--- config.mk ---
export PLATFORM = sky130hd
export DESIGN_NAME = fan_tach_rpm_debouncer_top
export DESIGN_NICKNAME = d
export VERILOG_FILES = /design/src/rtl/ftach_pkg.sv /design/src/rtl/fan_tach_rpm_debouncer_top.sv /design/src/rtl/ftach_div.sv
export SDC_FILE = /design/constraint.sdc
export NUM_CORES = 1
export LEC_CHECK = 0
export BUFFER_PORTS_ARGS = -buffer_cell sky130_fd_sc_hd__buf_2
export CAP_MARGIN = 20
export CORE_UTILIZATION = 55
export DETAILED_ROUTE_END_ITERATION = 16
export PLACE_DENSITY = 0.71
export SYNTH_ARGS = -nofsm -noshare
export SYNTH_HDL_FRONTEND = slang
export SYNTH_HIERARCHICAL = 1
export SYNTH_SLANG_ARGS = --single-unit
--- constraint.sdc ---
create_clock -name clk -period 6.9 [get_ports clk]
set_input_delay 0.69 -clock clk [delete_from_list [all_inputs] [get_ports clk]]
set_output_delay 0.69 -clock clk [all_outputs]
set_load 0.02 [all_outputs]
--- src/rtl/ftach_pkg.sv ---
// Package with shared types and constants for the fan tachometer speed debouncer.
package ftach_pkg;

  // Field widths.
  localparam int HIGH_W  = 20;
  localparam int RPM_W   = 24;
  localparam int CNT_W   = 5;
  localparam int DRIVE_W = 8;
  localparam int CAP_W   = 2;
  localparam int CFG_IDX_W = 2;

  // The divisor is high_time * 2 * pole count; for a pole count up to 8 it is at most 16 * (2^20 - 1) < 2^24.
  localparam int DIVR_W = 24;
  // The quotient needs as many bits as the dividend.
  localparam int QUO_W  = 26;
  localparam int STEP_W = $clog2(QUO_W);

  // Arithmetic constants.
  localparam logic [QUO_W-1:0] US_PER_MINUTE    = 26'd60000000;
  localparam logic [RPM_W-1:0] NEAR_WINDOW      = 24'd100;
  localparam logic [RPM_W-1:0] ACCEPT_CEILING   = 24'd2000;
  localparam logic [RPM_W-1:0] FALLBACK_CEILING = 24'd2500;
  localparam logic [RPM_W-1:0] RPM_MAX          = 24'hFFFFFF;

  // Configuration register indexes.
  localparam logic [CFG_IDX_W-1:0] CFG_TACH_CAP  = 2'd0;
  localparam logic [CFG_IDX_W-1:0] CFG_FAN1_DRIVE = 2'd1;
  localparam logic [CFG_IDX_W-1:0] CFG_FAN2_DRIVE = 2'd2;

  // Input transaction payload.
  typedef struct packed {
    logic              fan_index;
    logic [HIGH_W-1:0] high_time_us;
  } in_data_t;

  // Result transaction payload.
  typedef struct packed {
    logic [RPM_W-1:0] rpm_value;
    logic             settled;
  } out_data_t;

  // Sequencer states of the top level.
  typedef enum logic [1:0] {
    ST_IDLE,
    ST_DIV,
    ST_DECIDE
  } ftach_state_t;

endpackage

--- src/rtl/fan_tach_rpm_debouncer_top.sv ---
// Top level of the fan tachometer speed debouncer: sequencer, state and output register.
//
// Usage: each input transaction on in_valid/in_stall/in_data carries one
// tachometer sample, the fan index and the measured pulse high time in
// microseconds. The block turns it into a speed with a shared one-bit-per-cycle
// divider, checks it against the stored speed and the attempt counter, and may
// return one result on out_valid/out_stall/out_data (speed and settled flag).
// Many samples give no result while the attempt counter runs up.
// After a measured sample is accepted, the block runs 26 divider steps and a
// decide step before it is back in idle and ready again; the divider loop is
// the longest part. A gated fan or a zero high time skips the divider and goes
// straight to the decide step. A result appears in the output register in the
// cycle after the decision. in_stall is high whenever the sequencer is busy.
// When the receiver stalls, the result holds in the output register; the next
// item may be accepted and divided meanwhile, and a result from it waits until the
// register is free. Reset clears the configuration, the stored speed, the
// attempt count and the output valid flag. Configuration must be written through
// cfg_we/cfg_index/cfg_wdata only while the block is idle; the block does not enforce this.
module fan_tach_rpm_debouncer_top #(
  parameter int POLE_COUNT    = 2,
  parameter int ATTEMPT_LIMIT = 20
) (
  input  logic                            clk,
  input  logic                            rst_n,
  input  logic                            in_valid,
  output logic                            in_stall,
  input  ftach_pkg::in_data_t             in_data,
  output logic                            out_valid,
  input  logic                            out_stall,
  output ftach_pkg::out_data_t            out_data,
  input  logic                            cfg_we,
  input  logic [ftach_pkg::CFG_IDX_W-1:0] cfg_index,
  input  logic [ftach_pkg::DRIVE_W-1:0]   cfg_wdata
);
  import ftach_pkg::*;

  ftach_state_t       state_r, state_nxt;
  logic [CAP_W-1:0]   cap_r;
  logic [DRIVE_W-1:0] drive1_r;
  logic [DRIVE_W-1:0] drive2_r;
  logic [RPM_W-1:0]   last_rpm_r, last_rpm_nxt;
  logic [CNT_W-1:0]   attempt_r, attempt_nxt;
  logic               gated_r, gated_nxt;
  logic               zero_r, zero_nxt;
  logic               out_valid_r, out_valid_nxt;
  out_data_t          out_data_r, out_data_nxt;

  logic               in_accept;
  logic               out_free;
  logic               gated_c;
  logic               div_start;
  logic               div_done;
  logic [DIVR_W-1:0]  divisor_c;
  logic [QUO_W-1:0]   quotient;
  logic [RPM_W-1:0]   speed_c;
  logic [RPM_W-1:0]   diff_c;
  logic               near_c;
  logic [CNT_W-1:0]   cnt_inc_c;
  logic               limit_c;
  logic [RPM_W-1:0]   fallback_c;
  logic               emit_c;

  assign in_accept = in_valid && !in_stall;
  assign in_stall  = (state_r != ST_IDLE);
  assign out_free  = !out_valid_r || !out_stall;
  assign out_valid = out_valid_r;
  assign out_data  = out_data_r;

  // A fan without drive or without a tachometer is not measured.
  assign gated_c = in_data.fan_index ?
                   ((drive2_r == '0) || !cap_r[1]) :
                   ((drive1_r == '0) || !cap_r[0]);

  // Pulse period in microseconds per revolution fraction.
  assign divisor_c = DIVR_W'(DIVR_W'(in_data.high_time_us) * DIVR_W'(2 * POLE_COUNT));

  ftach_div u_div (
    .clk      (clk),
    .rst_n    (rst_n),
    .start    (div_start),
    .divisor  (divisor_c),
    .done     (div_done),
    .quotient (quotient)
  );

  // Decision datapath on the finished quotient.
  always_comb begin
    if (zero_r) begin
      speed_c = '0;
    end else if (quotient[QUO_W-1:RPM_W] != '0) begin
      speed_c = RPM_MAX;
    end else begin
      speed_c = quotient[RPM_W-1:0];
    end
    diff_c     = (last_rpm_r > speed_c) ? (last_rpm_r - speed_c) : (speed_c - last_rpm_r);
    near_c     = (diff_c < NEAR_WINDOW) && (speed_c < ACCEPT_CEILING);
    cnt_inc_c  = attempt_r + 1'b1;
    limit_c    = (cnt_inc_c >= CNT_W'(ATTEMPT_LIMIT));
    fallback_c = (speed_c > FALLBACK_CEILING) ? '0 : speed_c;
    emit_c     = gated_r || near_c || limit_c;
  end

  // Sequencer next state and register updates.
  always_comb begin
    state_nxt     = state_r;
    last_rpm_nxt  = last_rpm_r;
    attempt_nxt   = attempt_r;
    gated_nxt     = gated_r;
    zero_nxt      = zero_r;
    out_valid_nxt = out_valid_r && out_stall;
    out_data_nxt  = out_data_r;
    div_start     = 1'b0;
    case (state_r)
      ST_IDLE: begin
        if (in_accept) begin
          gated_nxt = gated_c;
          zero_nxt  = (in_data.high_time_us == '0);
          if (gated_c || (in_data.high_time_us == '0)) begin
            state_nxt = ST_DECIDE;
          end else begin
            div_start = 1'b1;
            state_nxt = ST_DIV;
          end
        end
      end
      ST_DIV: begin
        if (div_done) begin
          state_nxt = ST_DECIDE;
        end
      end
      ST_DECIDE: begin
        if (!emit_c) begin
          attempt_nxt = cnt_inc_c;
          state_nxt   = ST_IDLE;
        end else if (out_free) begin
          out_valid_nxt = 1'b1;
          state_nxt     = ST_IDLE;
          if (gated_r) begin
            out_data_nxt.rpm_value = '0;
            out_data_nxt.settled   = 1'b0;
          end else if (near_c) begin
            out_data_nxt.rpm_value = speed_c;
            out_data_nxt.settled   = 1'b1;
            last_rpm_nxt           = speed_c;
            attempt_nxt            = '0;
          end else begin
            out_data_nxt.rpm_value = fallback_c;
            out_data_nxt.settled   = 1'b0;
            last_rpm_nxt           = fallback_c;
            attempt_nxt            = '0;
          end
        end
      end
      default: begin
        state_nxt = ST_IDLE;
      end
    endcase
  end

  // Control state and stored speed.
  always_ff @(posedge clk) begin
    if (!rst_n) begin
      state_r     <= ST_IDLE;
      last_rpm_r  <= '0;
      attempt_r   <= '0;
      out_valid_r <= 1'b0;
    end else begin
      state_r     <= state_nxt;
      last_rpm_r  <= last_rpm_nxt;
      attempt_r   <= attempt_nxt;
      out_valid_r <= out_valid_nxt;
    end
  end

  // Per-transaction flags and output payload.
  always_ff @(posedge clk) begin
    gated_r    <= gated_nxt;
    zero_r     <= zero_nxt;
    out_data_r <= out_data_nxt;
  end

  // Configuration registers; an unknown index is ignored.
  always_ff @(posedge clk) begin
    if (!rst_n) begin
      cap_r    <= '0;
      drive1_r <= '0;
      drive2_r <= '0;
    end else if (cfg_we) begin
      case (cfg_index)
        CFG_TACH_CAP:   cap_r    <= cfg_wdata[CAP_W-1:0];
        CFG_FAN1_DRIVE: drive1_r <= cfg_wdata;
        CFG_FAN2_DRIVE: drive2_r <= cfg_wdata;
        default: begin
        end
      endcase
    end
  end

endmodule

--- src/rtl/ftach_div.sv ---
// Restoring divider that divides the per-minute constant by a divisor, one bit per cycle.
module ftach_div (
  input  logic                       clk,
  input  logic                       rst_n,
  input  logic                       start,
  input  logic [ftach_pkg::DIVR_W-1:0] divisor,
  output logic                       done,
  output logic [ftach_pkg::QUO_W-1:0]  quotient
);
  import ftach_pkg::*;

  logic              busy_r;
  logic [STEP_W-1:0] step_r;
  logic [DIVR_W-1:0] dvsr_r;
  logic [DIVR_W-1:0] rem_r;
  logic [DIVR_W-1:0] rem_nxt;
  logic [QUO_W-1:0]  quo_r;
  logic [DIVR_W:0]   shift_c;
  logic [DIVR_W:0]   diff_c;
  logic              ge_c;

  // One restoring step: bring down the next dividend bit and try to subtract.
  always_comb begin
    shift_c = {rem_r, US_PER_MINUTE[step_r]};
    diff_c  = shift_c - {1'b0, dvsr_r};
    ge_c    = (shift_c >= {1'b0, dvsr_r});
    rem_nxt = ge_c ? diff_c[DIVR_W-1:0] : shift_c[DIVR_W-1:0];
  end

  // The last step is the one with the lowest dividend bit.
  assign done     = busy_r && (step_r == '0);
  assign quotient = quo_r;

  // Control registers.
  always_ff @(posedge clk) begin
    if (!rst_n) begin
      busy_r <= 1'b0;
      step_r <= '0;
    end else if (start) begin
      busy_r <= 1'b1;
      step_r <= STEP_W'(QUO_W - 1);
    end else if (busy_r) begin
      busy_r <= (step_r != '0);
      step_r <= step_r - 1'b1;
    end
  end

  // Datapath registers.
  always_ff @(posedge clk) begin
    if (start) begin
      dvsr_r <= divisor;
      rem_r  <= '0;
      quo_r  <= '0;
    end else if (busy_r) begin
      rem_r  <= rem_nxt;
      quo_r  <= {quo_r[QUO_W-2:0], ge_c};
    end
  end

endmodule

==> summary.txt <==
status - completed
crit path from - u_div/quotient[25]
R2R Path Start - u_div/quotient[25]
DRC - 0
leak pwr - 4.904 nW
most common cell in the netlist - dfxtp_1
initial DRC count - 670
area of the multi-input gates - 0.006281 mm²
drt pass-1 iters - 6
Async S/R FF share, synth - 0%
GR Overflow Total - 0
unrepaired setup endpoints after global routing - no
clock skew - 0.01685 ns
Fmax - 182.1 MHz
Post-CTS Setup Repair Bufs - 0
pwr/cell area - 322.7 mW/mm²
Synth Area in Adders - 9.494%
Commonest cells post-synth - dfxtp_1, nor2_1, inv_1
die width - 141.0 µm
sequential area share after synthesis - 34.39%
H-tree depth - 4
port bufs - 62
vias in the first global route - 8288
Synth top area share - 19.98%
Critical Path Fanout Max - 29
Worst IR Drop VDD - 0.2153 mV
Layout area overhead - 9.082%
layer with the highest usage - met2
Num CTS Buffers - 17
CTS tree - built
register bit count reported by yosys - 157
Startpoint Class - flop
mapped cell area - 0.01062 mm²
Post-Synth Simple-Gate Area - 18.50%
worst relative slew slack - 34.95%
share of cells above drive strength 1 - 12.21%
Clock Sinks - 157
clock tree buffer depth - 2
Setup crit end - last_rpm_r[16]
Total GRT Usage - 25.53%
Syn Area/Cell - 8.874 µm²
filler cell count - 1668
CTS root buffer - clkbuf_16
reg2reg end - last_rpm_r[16]
Synth area leader - dfxtp_1
die area - 0.01987 mm²
Placer Congestion - 0.9962
Synthesis Warnings - 6
WP data arrival - 5.80 ns
nets - 1348
Routed WL - 24700 µm
Final Hold Viols - 0
setup TNS - 0 ns
largest net degree at the start of global routing - 81
starting density of the core - 56.41%
met2 GRT Util - 43.21%
power after layout - 3.739 mW
vias per cell - 5.775
worst r2r path cells - 16
fin. max-slew vios - 0
first-pass GRT wire length - 41020 µm
GR Layer Usage met3 - 3.295%
worst-skew pair later-pin latency - 0.43 ns
final setup vio count - 0
Least-Margin Pin Slew - 0.9757 ns
synth top area cells - dfxtp_1, edfxtp_1, ha_1, mux2i_1, a21oi_1
met1 usage - 34.22%
FF/Latch Area - 0.003655 mm²
Avg WL per Cell - 16.41 µm
Hold WC Path Type - input port to flop
minimum clock period after layout - 5.490 ns
Core Rows - 50
post-CTS sizing - 0
DRT antenna net count - 0
Synth Area in XOR/XNOR - 3.628%
max_cap viols - 0
via count - 8692
die height - 141.0 µm
final period utilization - 79.57%
Post-DP HPWL - 18140 µm
endpoint class of the critical path - flop
largest family of logic cells by synthesized area - compound AO/OA/AOI/OAI gates
initial antenna violation count - 0
Synth Area in Compound Gates - 19.59%
core area - 0.01883 mm²
Worst-path clk slew - 0.07 ns
prevailing post-synth register cell - dfxtp_1
antenna diode count - 0
Critical Path RT - 7.21 ns
CTS Hold Buffers Added - 0
Mapped Cells - 1197
FF-to-FF setup slack - 1.41 ns
Synth cell types - 89
critical path class - flop to flop
boundary pin count - 63
Post-synth EDFFs - 51
post-synthesis mux area share - 7.267%
-- cell usage in the layout (no fill, tap or decap), types with 42 or more instances in the layout --
cell type	synthesis	final
mux2i_1	76	76
dfxtp_1	106	105
buf_2	10	62
a21oi_1	90	90
edfxtp_1	51	51
nand2_1	60	60
o21ai_0	65	65
ha_1	79	79
nor2_1	105	104
inv_1	93	93
nand3_1	42	42
-- stage by stage --
step / instance area [µm²] / cells / util (%) / hold slack [ns] / setup slack, ns
floorplan: 10680 / 1212 / - / 0.4511 / 1.378
global placement: 10970 / 1473 / 58.23 / 0.4648 / 1.464
detailed placement: 10970 / 1473 / 58.23 / 0.4771 / 1.430
CTS: 11590 / 1505 / 61.53 / 0.4328 / 1.428
global route: 11590 / 1505 / 61.53 / 0.4340 / 1.036
finish: 11590 / 1505 / 61.53 / 0.4477 / 1.410
-- worst min path at each step --
stage                       start            endpoint  slack (ns)  cells past startpoint
6_report              in_data[11]    u_div/dvsr_r[13]        0.45                      1
5_1_grt                in_data[8]    u_div/dvsr_r[10]        0.43                      1
4_1_cts               in_data[11]    u_div/dvsr_r[13]        0.43                      1
3_5_place_dp            out_valid           out_valid        0.48                      2
3_3_place_gp   u_div/quotient[25]  u_div/quotient[25]        0.46                      2
2_1_floorplan      u_div/rem_r[8]      u_div/rem_r[8]        0.45                      2
-- critical path, cell delays in order, from the launching register on --
cell,delay [ns]
dfxtp_1,0.31
or2_2,0.48
o21ai_0,0.46
inv_1,0.13
ha_1,0.44
nand2_1,0.18
or4_1,0.57
a21oi_1,0.22
nor3_1,0.09
xnor2_1,0.16
a2111oi_4,0.28
nand3_1,0.12
o41ai_2,0.32
nand3b_1,0.22
o31ai_4,0.50
nand2_2,0.52
and3_1,0.37
-- sequential cells by signal (all words and copies together) (netlist names) --
signal and flops:
gated_r 1, zero_r 1, u_div/quotient 26, u_div/busy_r 1, u_div/dvsr_r 24, u_div/rem_r 24, drive1_r 8, drive2_r 8
attempt_r 5, out_data 25, out_valid 1, u_div/step_r 5, cap_r 2, last_rpm_r 24, state_r 2
-- cell type report --
type                            count  area share [%]
Multi-Input combinational cell    895           54.21
Sequential cell                   157           31.54
Clock buffer                       17           3.671
Tap cell                          260           2.807
Clock inverter                     15           1.695
Inverter                           93           3.013
Timing Repair Buffer               68           3.067
-- report_power, final --
group / switching [mW] / total (mW) / internal, mW
registers: 0.139 / 1.25 / 1.11
clock network: 0.456 / 0.952 / 0.496
logic: 0.930 / 1.54 / 0.609
total: 1.53 / 3.74 / 2.21
-- cells by family after synthesis --
| group | Yosys count |
|---|---|
| and+or+nand+nor | 370 |
| other | 1 |
| AOI/OAI and AO/OA | 308 |
| buffers and inverters | 160 |
| adders and majority gates | 80 |
| muxes | 77 |
| DFF | 157 |
| xor gates and xnor gates | 44 |
-- metal layers --
| metal | wire length (µm) | vias to the layer above |
|---|---|---|
| li1 | - | 4373 |
| met1 | 11560 | 4086 |
| met2 | 11950 | 214 |
| met3 | 896 | 19 |
| met4 | 302 | 0 |
| met5 | 0 | - |
Note: power is estimated with default switching activity, not from simulation.
